<file path="src/hw/rtl/rsft_pkg.sv">
// Shared types and constants of the rack switch forwarding table.
package rsft_pkg;

   localparam int MAX_UPLINKS = 8;    // uplinks the port mask can name
   localparam int KEY_W  = 18;   // {addr_type, addr_a, addr_b}
   localparam int HOP_W  = 8;    // width of hop_mask and port_mask
   localparam int ADDR_W = 8;
   localparam int TYPE_W = 2;
   localparam int UCNT_W = 4;    // width of up_count

   localparam logic [1:0] OP_LOOKUP    = 2'd0;
   localparam logic [1:0] OP_NEIGHBOUR = 2'd1;
   localparam logic [1:0] OP_DEST      = 2'd2;

   localparam logic [1:0] STAT_OK       = 2'd0;
   localparam logic [1:0] STAT_REJECT   = 2'd1;
   localparam logic [1:0] STAT_FULL     = 2'd2;
   localparam logic [1:0] STAT_SELF_IGN = 2'd3;

   localparam logic [1:0] CSR_SELF_TYPE = 2'd0;
   localparam logic [1:0] CSR_SELF_A    = 2'd1;
   localparam logic [1:0] CSR_SELF_B    = 2'd2;
   localparam logic [1:0] CSR_UP_COUNT  = 2'd3;

   // Search token that walks the row of entry cells, one cell per cycle.
   typedef struct packed {
      logic             valid;
      logic [KEY_W-1:0] key;
      logic             hit;        // some earlier cell holds the key
      logic             hit_reach;
      logic [HOP_W-1:0] hit_hops;
      logic             free_seen;  // some earlier cell is empty
   } token_type;

   // Update broadcast to all cells at the end of a transaction.
   typedef struct packed {
      logic             install;    // write the marked cell
      logic             use_hit;    // marked cell: hit cell, else first free cell
      logic             remove;     // invalidate the hit cell
      logic             drop;       // clear drop_mask in every valid entry
      logic [HOP_W-1:0] drop_mask;
      logic [KEY_W-1:0] key;
      logic             reach;
      logic [HOP_W-1:0] hops;
   } cmd_type;

   typedef struct packed {
      logic [1:0]        opcode;
      logic [TYPE_W-1:0] addr_type;
      logic [ADDR_W-1:0] addr_a;
      logic [ADDR_W-1:0] addr_b;
      logic              link_present;
      logic [HOP_W-1:0]  hop_mask;
   } req_type;

endpackage

</file>
<file path="src/hw/rtl/rsft_cell.sv">
// One entry cell of the forwarding table row.
module rsft_cell (
   input  logic                clock,
   input  logic                reset,
   input  rsft_pkg::token_type tok_i,
   output rsft_pkg::token_type tok_o,
   input  rsft_pkg::cmd_type   cmd_i
);
   import rsft_pkg::*;

   logic             valid_ff, valid_in;
   logic [KEY_W-1:0] key_ff;
   logic             reach_ff;
   logic [HOP_W-1:0] hops_ff;
   logic             hit_mark_ff, hit_mark_in;
   logic             free_mark_ff, free_mark_in;
   token_type        tok_ff, tok_in;
   logic             match;
   logic             claim_hit;
   logic             claim_free;
   logic             write_here;

   always_comb begin
      match      = tok_i.valid && valid_ff && (key_ff == tok_i.key);
      claim_hit  = match && !tok_i.hit;
      claim_free = tok_i.valid && !valid_ff && !tok_i.free_seen;

      tok_in = tok_i;
      if (claim_hit) begin
         tok_in.hit       = 1'b1;
         tok_in.hit_reach = reach_ff;
         tok_in.hit_hops  = hops_ff;
      end
      if (claim_free) begin
         tok_in.free_seen = 1'b1;
      end

      hit_mark_in  = tok_i.valid ? claim_hit  : hit_mark_ff;
      free_mark_in = tok_i.valid ? claim_free : free_mark_ff;

      write_here = cmd_i.install && (cmd_i.use_hit ? hit_mark_ff : free_mark_ff);
      valid_in   = valid_ff;
      if (write_here) begin
         valid_in = 1'b1;
      end else if (cmd_i.remove && hit_mark_ff) begin
         valid_in = 1'b0;
      end
   end

   always_ff @(posedge clock) begin
      if (reset) begin
         valid_ff     <= 1'b0;
         hit_mark_ff  <= 1'b0;
         free_mark_ff <= 1'b0;
         tok_ff       <= '0;
      end else begin
         valid_ff     <= valid_in;
         hit_mark_ff  <= hit_mark_in;
         free_mark_ff <= free_mark_in;
         tok_ff       <= tok_in;
      end
   end

   // Entry payload is only read while the entry is valid.
   always_ff @(posedge clock) begin
      if (write_here) begin
         key_ff   <= cmd_i.key;
         reach_ff <= cmd_i.reach;
         hops_ff  <= cmd_i.hops;
      end else if (cmd_i.drop && valid_ff) begin
         hops_ff  <= hops_ff & ~cmd_i.drop_mask;
      end
   end

   assign tok_o = tok_ff;

endmodule

</file>
<file path="src/hw/rtl/rack_switch_forwarding_table_core.sv">
// Top level of the rack switch forwarding table: control, routing decision and cell row.
//
//   Channel  | Direction | Handshake             | Contents
//   ---------+-----------+-----------------------+-------------------------------------------
//   req_     | in        | req_tvalid/req_tready | opcode, address, link flag, hop mask
//   rsp_     | out       | rsp_tvalid/rsp_tready | port_mask, status
//   csr_     | in        | csr_wr_en             | self address and uplink count registers
//
// Lookups and set-destination transactions walk a search token through the
// row of TABLE_ENTRIES cells, one cell per cycle, before they finish;
// set-neighbour and unknown opcodes go straight to the finishing state. A
// link drop clears its bit in every valid entry in the update that ends the
// transaction.
// Reset is synchronous and empties the table, drops all links and clears
// the registers; no clearing pass is needed. A stalled result stays in the
// output register while the next request is already accepted and searched.
module rack_switch_forwarding_table_core #(
   parameter int TABLE_ENTRIES = 16
) (
   input  logic        clock,
   input  logic        reset,
   // Request transaction kind, fields from bit 0 up: opcode[1:0].
   input  logic [1:0]  req_tuser,
   // Request transaction, fields from bit 0 up: addr_type[1:0], addr_a[9:2],
   // addr_b[17:10], link_present[18], hop_mask[26:19], zero pad.
   input  logic        req_tvalid,
   output logic        req_tready,
   input  logic [31:0] req_tdata,
   // Response transaction, fields from bit 0 up: port_mask[7:0], status[9:8],
   // zero pad.
   output logic        rsp_tvalid,
   input  logic        rsp_tready,
   output logic [15:0] rsp_tdata,
   // Register write port.
   input  logic        csr_wr_en,
   input  logic [1:0]  csr_index,
   input  logic [7:0]  csr_wdata
);
   import rsft_pkg::*;

   localparam logic [1:0] ST_IDLE   = 2'd0;
   localparam logic [1:0] ST_SCAN   = 2'd1;
   localparam logic [1:0] ST_FINISH = 2'd2;

   logic [1:0]             state_ff, state_in;
   req_type                req_ff, req_c;
   token_type              head_ff, head_in;
   token_type              tail_ff;
   token_type              chain [TABLE_ENTRIES+1];
   cmd_type                cmd_raw, cmd_c;

   logic [TYPE_W-1:0]      self_type_ff;
   logic [ADDR_W-1:0]      self_a_ff, self_b_ff;
   logic [UCNT_W-1:0]      up_count_ff;
   logic [MAX_UPLINKS-1:0] link_up_ff, link_up_in, link_next;

   logic                   rsp_valid_ff, rsp_valid_in;
   logic [HOP_W-1:0]       rsp_mask_ff;
   logic [1:0]             rsp_status_ff;

   logic                   req_accept;
   logic                   scan_op;
   logic                   out_free;
   logic                   apply;
   logic [UCNT_W-1:0]      u_eff;
   logic [MAX_UPLINKS-1:0] umask, live, sel_vec, nb_sel;
   logic [MAX_UPLINKS+HOP_W-1:0] live_wide, umask_wide, sel_wide;
   logic [HOP_W-1:0]       live8, umask8, sel8, hop_sel, drop_mask;
   logic [ADDR_W-1:0]      sel;
   logic                   have_sel;
   logic                   is_self;
   logic                   nb_reject, nb_cur;
   logic [UCNT_W-1:0]      hop_cnt;
   logic                   remove;
   logic [HOP_W-1:0]       mask_c;
   logic [1:0]             status_c;

   // Field unpacking of the request bus.
   assign req_c.opcode       = req_tuser;
   assign req_c.addr_type    = req_tdata[1:0];
   assign req_c.addr_a       = req_tdata[9:2];
   assign req_c.addr_b       = req_tdata[17:10];
   assign req_c.link_present = req_tdata[18];
   assign req_c.hop_mask     = req_tdata[26:19];

   assign req_tready = (state_ff == ST_IDLE);
   assign req_accept = req_tvalid && req_tready;
   assign scan_op    = (req_c.opcode == OP_LOOKUP) || (req_c.opcode == OP_DEST);
   assign out_free   = !rsp_valid_ff || rsp_tready;
   assign apply      = (state_ff == ST_FINISH) && out_free;

   // The search token enters cell 0 the cycle after the request is taken.
   always_comb begin
      head_in       = '0;
      head_in.valid = req_accept && scan_op;
      head_in.key   = {req_c.addr_type, req_c.addr_a, req_c.addr_b};
   end

   assign chain[0] = head_ff;

   for (genvar g = 0; g < TABLE_ENTRIES; g++) begin : g_cell
      rsft_cell u_cell (
         .clock (clock),
         .reset (reset),
         .tok_i (chain[g]),
         .tok_o (chain[g+1]),
         .cmd_i (cmd_c)
      );
   end

   always_comb begin
      state_in = state_ff;
      case (state_ff)
         ST_IDLE: begin
            if (req_accept) begin
               state_in = scan_op ? ST_SCAN : ST_FINISH;
            end
         end
         ST_SCAN: begin
            if (chain[TABLE_ENTRIES].valid) begin
               state_in = ST_FINISH;
            end
         end
         ST_FINISH: begin
            if (out_free) begin
               state_in = ST_IDLE;
            end
         end
         default: state_in = ST_IDLE;
      endcase
   end

   // Live uplinks are the raised links below the effective uplink count.
   always_comb begin
      u_eff = ({28'd0, up_count_ff} > MAX_UPLINKS) ? UCNT_W'(MAX_UPLINKS) : up_count_ff;
      for (int i = 0; i < MAX_UPLINKS; i++) begin
         umask[i]   = (i < int'(u_eff));
         sel_vec[i] = (sel == ADDR_W'(i));
         nb_sel[i]  = (req_ff.addr_b == ADDR_W'(i));
      end
      live       = link_up_ff & umask;
      live_wide  = {{HOP_W{1'b0}}, live};
      umask_wide = {{HOP_W{1'b0}}, umask};
      sel_wide   = {{HOP_W{1'b0}}, sel_vec & live};
      live8      = live_wide[HOP_W-1:0];
      umask8     = umask_wide[HOP_W-1:0];
      sel8       = sel_wide[HOP_W-1:0];
   end

   // Address field that names the preferred uplink for this address type.
   always_comb begin
      have_sel = 1'b1;
      sel      = req_ff.addr_b;
      if (req_ff.addr_type == 2'd2) begin
         sel = req_ff.addr_a;
      end else if (req_ff.addr_type == 2'd0) begin
         have_sel = 1'b0;
      end
      for (int i = 0; i < HOP_W; i++) begin
         hop_sel[i]   = req_ff.hop_mask[i] && (sel == ADDR_W'(i));
         drop_mask[i] = (req_ff.addr_b == ADDR_W'(i));
      end
      hop_cnt = UCNT_W'($countones(req_ff.hop_mask));
      is_self = (req_ff.addr_type == self_type_ff) && (req_ff.addr_a == self_a_ff) &&
                (req_ff.addr_b == self_b_ff);
      nb_reject = (req_ff.addr_type != 2'd1) || (req_ff.addr_a != self_a_ff) ||
                  (req_ff.addr_b >= ADDR_W'(u_eff));
      nb_cur    = |(link_up_ff & nb_sel);
      // A mask equal to the default route needs no entry.
      remove = (req_ff.hop_mask != '0) &&
               (have_sel ? ((hop_cnt == UCNT_W'(1)) && (|hop_sel)) : (hop_cnt == u_eff));
   end

   // Decision made in the finishing cycle from the request and search result.
   always_comb begin
      mask_c    = '0;
      status_c  = STAT_OK;
      cmd_raw   = '0;
      cmd_raw.key       = {req_ff.addr_type, req_ff.addr_a, req_ff.addr_b};
      cmd_raw.reach     = (req_ff.hop_mask != '0);
      cmd_raw.hops      = req_ff.hop_mask & umask8;
      cmd_raw.drop_mask = drop_mask;
      link_next = link_up_ff;
      case (req_ff.opcode)
         OP_LOOKUP: begin
            if (!is_self) begin
               if (tail_ff.hit) begin
                  mask_c = tail_ff.hit_reach ? (tail_ff.hit_hops & live8) : '0;
               end else if (have_sel && (|(sel_vec & live))) begin
                  mask_c = sel8;
               end else begin
                  mask_c = live8;
               end
            end
         end
         OP_NEIGHBOUR: begin
            if (nb_reject) begin
               status_c = STAT_REJECT;
            end else if (nb_cur != req_ff.link_present) begin
               if (req_ff.link_present) begin
                  link_next = link_up_ff | nb_sel;
               end else begin
                  link_next    = link_up_ff & ~nb_sel;
                  cmd_raw.drop = 1'b1;
               end
            end
         end
         OP_DEST: begin
            if (is_self) begin
               status_c = STAT_SELF_IGN;
            end else if (remove) begin
               cmd_raw.remove = 1'b1;
            end else if (tail_ff.hit) begin
               cmd_raw.install = 1'b1;
               cmd_raw.use_hit = 1'b1;
            end else if (tail_ff.free_seen) begin
               cmd_raw.install = 1'b1;
            end else begin
               status_c = STAT_FULL;
            end
         end
         default: begin
         end
      endcase
      cmd_c = cmd_raw;
      if (!apply) begin
         cmd_c.install = 1'b0;
         cmd_c.remove  = 1'b0;
         cmd_c.drop    = 1'b0;
      end
      link_up_in = apply ? link_next : link_up_ff;
   end

   always_comb begin
      rsp_valid_in = rsp_valid_ff && !rsp_tready;
      if (apply) begin
         rsp_valid_in = 1'b1;
      end
   end

   always_ff @(posedge clock) begin
      if (reset) begin
         state_ff     <= ST_IDLE;
         head_ff      <= '0;
         link_up_ff   <= '0;
         rsp_valid_ff <= 1'b0;
         self_type_ff <= '0;
         self_a_ff    <= '0;
         self_b_ff    <= '0;
         up_count_ff  <= '0;
      end else begin
         state_ff     <= state_in;
         head_ff      <= head_in;
         link_up_ff   <= link_up_in;
         rsp_valid_ff <= rsp_valid_in;
         if (csr_wr_en) begin
            case (csr_index)
               CSR_SELF_TYPE: self_type_ff <= csr_wdata[TYPE_W-1:0];
               CSR_SELF_A:    self_a_ff    <= csr_wdata;
               CSR_SELF_B:    self_b_ff    <= csr_wdata;
               CSR_UP_COUNT:  up_count_ff  <= csr_wdata[UCNT_W-1:0];
               default: begin
               end
            endcase
         end
      end
   end

   always_ff @(posedge clock) begin
      if (req_accept) begin
         req_ff <= req_c;
      end
      if ((state_ff == ST_SCAN) && chain[TABLE_ENTRIES].valid) begin
         tail_ff <= chain[TABLE_ENTRIES];
      end
      if (apply) begin
         rsp_mask_ff   <= mask_c;
         rsp_status_ff <= status_c;
      end
   end

   assign rsp_tvalid = rsp_valid_ff;
   assign rsp_tdata  = {6'd0, rsp_status_ff, rsp_mask_ff};

endmodule

</file>
<file path="config.mk">
export PLATFORM = sky130hd
export DESIGN_NAME = rack_switch_forwarding_table_core
export DESIGN_NICKNAME = d
export VERILOG_FILES = /design/src/hw/rtl/rsft_pkg.sv /design/src/hw/rtl/rsft_cell.sv /design/src/hw/rtl/rack_switch_forwarding_table_core.sv
export SDC_FILE = /design/constraint.sdc
export NUM_CORES = 2
export LEC_CHECK = 0
export ABC_AREA = 1
export BUFFER_PORTS_ARGS = -buffer_cell sky130_fd_sc_hd__buf_2
export CAP_MARGIN = 20
export CORE_MARGIN = 4
export CORE_UTILIZATION = 41
export DETAILED_ROUTE_END_ITERATION = 8
export GPL_ROUTABILITY_DRIVEN = 0
export HOLD_SLACK_MARGIN = 0.15
export PLACE_DENSITY_LB_ADDON = 0.2
export SETUP_SLACK_MARGIN = 0.5
export SKIP_CTS_REPAIR_TIMING = 1
export SYNTH_ARGS = -nofsm -noshare
export SYNTH_HDL_FRONTEND = slang
export SYNTH_SLANG_ARGS = --single-unit
</file>
<file path="constraint.sdc">
create_clock -name clock -period 8 [get_ports clock]
set_input_delay 0.4 -clock clock [delete_from_list [all_inputs] [get_ports clock]]
set_output_delay 0.4 -clock clock [all_outputs]
set_load 0.02 [all_outputs]
</file>
## Yosys cells after proc, flatten, opt, wreduce, memory -nomap -nowiden

Cells that the tools add are included.

- Flip-flop bits (word level): 1055
- Logic and storage cells: 705

- $add $sub $neg: 7
- $lt $le $gt $ge: 10
- Equal/unequal tests: 50
- Muxes and demuxes: 146
- Bitwise gates (word level): 26
- Reduce and logical (&&, ||, !) cells: 250

Operators with widths:

| cell | count |
|---|---|
| 8-bit 2-to-1 mux | 37 |
| 18-bit equality test | 16 |
| 8-bit bitwise AND | 22 |
| 10-bit 2-to-1 mux | 16 |
| 1-bit logical AND | 146 |
| 1-bit 2-to-1 mux | 78 |
| 8-bit by 3-bit equality test with 1-bit output, second input constant | 8 |
| 2-bit nonzero test | 32 |
| 1-bit zero test | 50 |
| 8-bit by 2-bit equality test with 1-bit output, second input constant | 4 |
| 8-bit OR reduction | 3 |
| 2-bit 2-to-1 mux | 10 |
| 8-bit by 1-bit equality test with 1-bit output, second input constant | 2 |
| 8-bit equality test | 2 |
| 8-bit zero test | 2 |
| 3-bit by 4-bit less-than comparator with 1-bit output, first input constant | 4 |
| 2-bit equality test, second input constant | 6 |
| 2-bit zero test | 5 |
| 1-bit by 1-bit adder with 2-bit output | 4 |
| 8-bit by 4-bit greater-or-equal comparator with 1-bit output | 1 |
| 1-bit by 4-bit less-than comparator with 1-bit output, first input constant | 2 |
| 2-bit by 4-bit less-than comparator with 1-bit output, first input constant | 2 |
| 8-bit != test | 1 |
| 8-bit NOT | 1 |
| 22 further kinds | 35 |

## Longest topological paths before layout

- Depth in word-level cells: 15
- Depth in mapped cells: 21
- Gate-level depth less buffers: 19

## Hierarchy

From an unflattened synthesis, not the netlist that was laid out.

- Cell total of the unflattened synthesis: 4944
- Area, all modules: 43897.1 µm²

By module, submodules not included:

| module | times used | cells an instance | area an instance (µm²) | seq. area each (µm²) |
|---|---|---|---|---|
| rsft_cell | 16 | 270 | 2416.1 | 1471.4 |
| rack_switch_forwarding_table_core | 1 | 624 | 5240.0 | 2542.4 |

## Worst setup path after synthesis

Ideal clock, no wire load.

- Path type: reg-to-reg
- Start: register req_ff[0] (netlist name)
- End: register g_cell[11].u_cell.key_ff[0], enable pin
- Library setup time: 0.374 ns
- Arrival time: 4.351 ns
- Required time: 7.626 ns
- Path slack: 3.275 ns
- Cell stages (with the launch flop): 20
- Buffers on the path: 2
- Clock period less this slack: 4.725 ns
- Cells stage by stage: edfxtp_1 fa_1 inv_1 fa_1 fa_1 inv_1 ha_1 inv_1 fa_1 xor2_1 nor2_1 nor2_1 a31oi_1 nor2_2 nand2_8 buf_6 nand3_2 nand3_2 buf_4 inv_1

- Cells in the longest elaborated chain, start to end: 12
- Elaborated cells between the ends (all ways): 17

Ends and longest elaborated chain:

| what | RTL line | text |
|---|---|---|
| start, declared | rack_switch_forwarding_table_core.sv:46 | `req_type req_ff, req_c;` |
| start signal, assigned | rack_switch_forwarding_table_core.sv:271 | `req_ff <= req_c;` |
| 1-bit by 1-bit adder with 2-bit output (implied by the code) | rack_switch_forwarding_table_core.sv:163 | `hop_cnt = UCNT_W'($countones(req_ff.hop_mask));` |
| 2-bit by 2-bit adder with 3-bit output (implied by the code) | rack_switch_forwarding_table_core.sv:163 |  |
| 3-bit by 3-bit adder with 4-bit output (implied by the code) | rack_switch_forwarding_table_core.sv:163 |  |
| 4-bit by 1-bit equality test with 1-bit output | rack_switch_forwarding_table_core.sv:171 | `(have_sel ? ((hop_cnt == UCNT_W'(1)) && (\|hop_sel)) : (hop_cnt == u_eff));` |
| 1-bit logical AND | rack_switch_forwarding_table_core.sv:171 |  |
| 1-bit 2-to-1 mux | rack_switch_forwarding_table_core.sv:171 |  |
| 1-bit logical AND * | rack_switch_forwarding_table_core.sv:170 | `remove = (req_ff.hop_mask != '0) &&` |
| 2-bit 2-to-1 mux * | rack_switch_forwarding_table_core.sv:211 | `end else if (remove) begin` |
| 3-bit 2-to-1 mux * | rack_switch_forwarding_table_core.sv:209 | `if (is_self) begin` |
| 3-bit 2-to-1 mux * | rack_switch_forwarding_table_core.sv:184 | `case (req_ff.opcode)` |
| 1-bit 2-to-1 mux, on equally long branches | rack_switch_forwarding_table_core.sv:226, rsft_cell.sv:41 |  |
| 1-bit logical AND * | rsft_cell.sv:41 | `write_here = cmd_i.install && (cmd_i.use_hit ? hit_mark_ff : free_mark_ff);` |
| end signal, assigned | rsft_cell.sv:67 | `key_ff <= cmd_i.key;` |
| end, declared | rsft_cell.sv:12 | `logic [KEY_W-1:0] key_ff;` |

Every way passes the cells marked *; elsewhere a longest branch is shown, timed or not.
A chain may end at the register's enable or synchronous reset.

## Final worst setup path

- Start: register req_ff[0] (netlist name)
- End: register g_cell[12].u_cell.key_ff[11], enable pin

- Cells in the longest elaborated chain, start to end: 12
- Elaborated cells between the ends (all ways): 17

Ends and longest elaborated chain:

| what | RTL line |
|---|---|
| 1-bit by 1-bit adder with 2-bit output (implied by the code) | rack_switch_forwarding_table_core.sv:163 |
| 2-bit by 2-bit adder with 3-bit output (implied by the code) | rack_switch_forwarding_table_core.sv:163 |
| 3-bit by 3-bit adder with 4-bit output (implied by the code) | rack_switch_forwarding_table_core.sv:163 |
| 4-bit by 1-bit equality test with 1-bit output | rack_switch_forwarding_table_core.sv:171 |
| 1-bit logical AND | rack_switch_forwarding_table_core.sv:171 |
| 1-bit 2-to-1 mux | rack_switch_forwarding_table_core.sv:171 |
| 1-bit logical AND * | rack_switch_forwarding_table_core.sv:170 |
| 2-bit 2-to-1 mux * | rack_switch_forwarding_table_core.sv:211 |
| 3-bit 2-to-1 mux * | rack_switch_forwarding_table_core.sv:209 |
| 3-bit 2-to-1 mux * | rack_switch_forwarding_table_core.sv:184 |
| 1-bit 2-to-1 mux, on equally long branches | rack_switch_forwarding_table_core.sv:226, rsft_cell.sv:41 |
| 1-bit logical AND * | rsft_cell.sv:41 |
| end signal, assigned | rsft_cell.sv:67 |
| end, declared | rsft_cell.sv:12 |

Marks and branches as above.

==> results.json <==
{
  "status": "finished clean",
  "slew_headroom_pct": 27.56,
  "period_needed_ns": 6.206,
  "rsz0062_at_grt": "false",
  "fin_tns_setup_ns": 0,
  "holdPathStages": 5,
  "worst_setup_path_end_kind": "flip-flop",
  "die_w_um": 322.2,
  "grt_max_degree": 118,
  "ys_seq_area_share_pct": 63.56,
  "dp_hpwl_mm": 65.59,
  "finalCritPeriodShare_pct": 77.58,
  "yosysTopAreaCell": "edfxtp_1",
  "io_buffers": 55,
  "async_reset_ff_share_pct": 0,
  "wl_per_cell_um": 17.77,
  "grt_pass1_vias": 26294,
  "cp-start-kind": "flip-flop",
  "track_usage_pct": 19.37,
  "r2r_slack_ns": 1.79,
  "grt_pass1_wl_mm": 154.3,
  "die_h_um": 322.2,
  "crit_chain": "fa_1 -> inv_1 -> fa_1 -> fa_1 -> inv_1 -> ha_1 -> inv_1 -> fa_1 -> xor2_1 -> nor2_1 -> nor2_1 -> a31oi_1 -> nor2_2 -> a21oi_4 -> buf_12 -> nand3_1 -> inv_1",
  "hp-start": "csr_index[1]",
  "syn_inst": 4136,
  "post-route-drc-count": 0,
  "netlist_area_um2": 40470,
  "synth_cell_types": 53,
  "cp_slowest_cell": "a21oi_4",
  "r2r-end": "g_cell[12].u_cell.key_ff[11]",
  "min_to": "self_type_ff[0]",
  "yosys_warnings": 0,
  "met1Wirelength_mm": 46.15,
  "cts_root_buf": "clkbuf_16",
  "synth_ff_type": "dfxtp_1",
  "final_cell_mix": "nor2_1, inv_1, dfxtp_1",
  "die-area_um2": 103800,
  "htreeDepth": 3,
  "drt-vias-per-instance": 4.781,
  "clock-sinks": 1044,
  "reg2regPathDepth": 17,
  "area_delta_synth_final_pct": 14.67,
  "netlist_top_cells_area": "edfxtp_1, dfxtp_1, nor2_1",
  "cts_buffer_depth": 3,
  "slew_violations": 0,
  "ys_seq_elements": 1044,
  "top_layer": "met4",
  "critPathMaxStageDelay_ns": 0.88,
  "num_rows": 114,
  "utilization_pct": 47.71,
  "finalSetupViolations": 0,
  "vias": 26979,
  "worst_ir_drop_vdd_mv": 0.1703,
  "power_density_nw_per_um2": 241.4,
  "avgSynthCellArea_um2": 9.785,
  "worst_pin_slew_ns": 1.084,
  "drt_iter0_drc": 1879,
  "cts-buffers-inserted": 108,
  "core_area_um2": 97280,
  "ios": 67,
  "finalNetCount": 4338,
  "cap_violations": 0,
  "dr_wl_met3_mm": 4.126,
  "initial_core_util_pct": 41.60,
  "required_ns": 8.29,
  "yosysTopAreaCellShare_pct": 35.76,
  "leakage_uw": 0.01786,
  "antenna_found_initial": 1,
  "cts_tree": "built",
  "layout-drive-gt1-share_pct": 8.862,
  "final_common_cell": "nor2_1",
  "cp.arrival_ns": 6.49,
  "routed_wl_mm": 100.3,
  "synth-edff-count": 482,
  "worst-setup-path-type": "reg2reg",
  "max_freq_ghz": 0.1611,
  "clkTransAtPathRegs_ns": 0.06,
  "clk_latency_ns": 0.68,
  "diodes": 0,
  "gr-total-overflow": 0,
  "routed-wl-met2_mm": 46.65,
  "final.setup_skew_ns": 0.01951,
  "hold_viol": 0,
  "drtPass1Iterations": 5,
  "ant_nets": 0,
  "hp-class": "in2reg",
  "r2r-start": "req_ff[0]",
  "path_max_fanout": 45
}
[registers in the layout, summed over array words and instances (netlist names), named ones only]
name	flops
g_cell.u_cell.reach_ff	16
up_count_ff	4
g_cell.u_cell.valid_ff	16
self_a_ff	8
tail_ff	11
state_ff	2
g_cell.u_cell.hit_mark_ff	16
rsp_status_ff	2
rsp_tvalid	1
g_cell.u_cell.key_ff	288
self_type_ff	2
chain	19
rsp_mask_ff	8
self_b_ff	8
g_cell.u_cell.hops_ff	128
req_ff	11
g_cell.u_cell.tok_o	462
g_cell.u_cell.free_mark_ff	16
cmd_c	18
[worst max-delay path, delay by kind of cell, from the launching register on]
kind	cells	cell delay, ns
fa+ha+maj	5	2.03
xor+xnor	1	0.20
flops	1	0.46
buf+inv	5	1.30
compound gates	2	1.08
simple gates	4	0.71
[cell families (layout without fill, tap and decap cells)]
family / Yosys count / in the layout / synth area share [%]
AND/OR/NAND/NOR: 1643 / 1643 / 17.65
flip-flops: 1044 / 1044 / 63.56
buffers and inverters: 812 / 1038 / 7.927
AO/OA/AOI/OAI: 478 / 478 / 7.213
XOR/XNOR: 142 / 142 / 3.073
adder cells (fa/ha/maj): 16 / 16 / 0.5688
other: 1 / 6 / 0.009266
[cells in the mapped netlist, types with 2 or more instances]
library cell,count
buf_4,19
o22ai_1,21
o21ai_0,146
or2_2,13
nand2_4,11
fa_1,4
o21ai_1,12
a22oi_1,2
nor4_1,33
nand3_2,23
a21boi_0,3
nand2_8,2
buf_6,7
a21oi_2,10
nor2_1,709
inv_2,5
a211oi_1,104
xnor2_1,54
buf_2,16
nand2_2,9
edfxtp_1,482
inv_1,668
clkbuf_1,94
nand3b_1,4
a21oi_1,126
nand4_1,157
xor2_1,88
dfxtp_1,562
nand2_1,559
ha_1,12
nor2_2,2
o211ai_1,13
o2111ai_1,18
a221oi_1,3
nor3_1,34
nand3_1,83
o21a_1,3
a211o_1,10
[where the power goes]
group | internal [uW] | switching (uW) | total (uW)
registers | 5620 | 23.6 | 5640
clock network | 3040 | 2090 | 5130
logic | 110 | 321 | 431
total | 8760 | 2440 | 11200
[through the flow]
step / area (um^2) / cells / hold WS [ns] / setup WS [ns] / power [uW]
finish: 46410 / 5643 / 0.1592 / 1.794 / 11200
global route: 46410 / 5643 / 0.1777 / 1.457 / 11590
CTS: 45910 / 5593 / -0.1440 / 1.800 / 11300
detailed placement: 42190 / 5389 / 0.3887 / 1.832 / 6175
global placement: 42180 / 5387 / 0.3884 / 1.856 / 6170
floorplan: 40490 / 4141 / 0.3855 / 3.275 / 6000
[metal layers]
metal / vias up / global-route usage [%]
li1: 13747 / -
met1: 12448 / 26.34
met2: 602 / 32.22
met3: 182 / 2.466
met4: 0 / 6.626
met5: - / 0
[worst max-delay path by stage]
stage / cells after the start / endpoint / from / slack (ns)
after floorplan: 19 / g_cell[11].u_cell.key_ff[0] / req_ff[0] / 3.27
after global placement: 17 / g_cell[12].u_cell.key_ff[4] / req_ff[0] / 1.86
after detailed placement: 17 / g_cell[12].u_cell.key_ff[3] / req_ff[0] / 1.83
after CTS: 17 / g_cell[12].u_cell.key_ff[14] / req_ff[0] / 1.80
after global routing: 16 / g_cell[12].u_cell.key_ff[11] / req_ff[0] / 1.46
final: 17 / g_cell[12].u_cell.key_ff[11] / req_ff[0] / 1.79
[layout make-up]
type / instances / area, um^2
multi-input combinational: 2285 / 11620
fill: 9180 / 50870
clock inverter: 47 / 500.5
inverter: 674 / 2530
tap: 1276 / 1597
timing repair buffer: 160 / 1215
sequential: 1044 / 25720
clock buffer: 157 / 3224
Power figures use the tool's default switching activity.
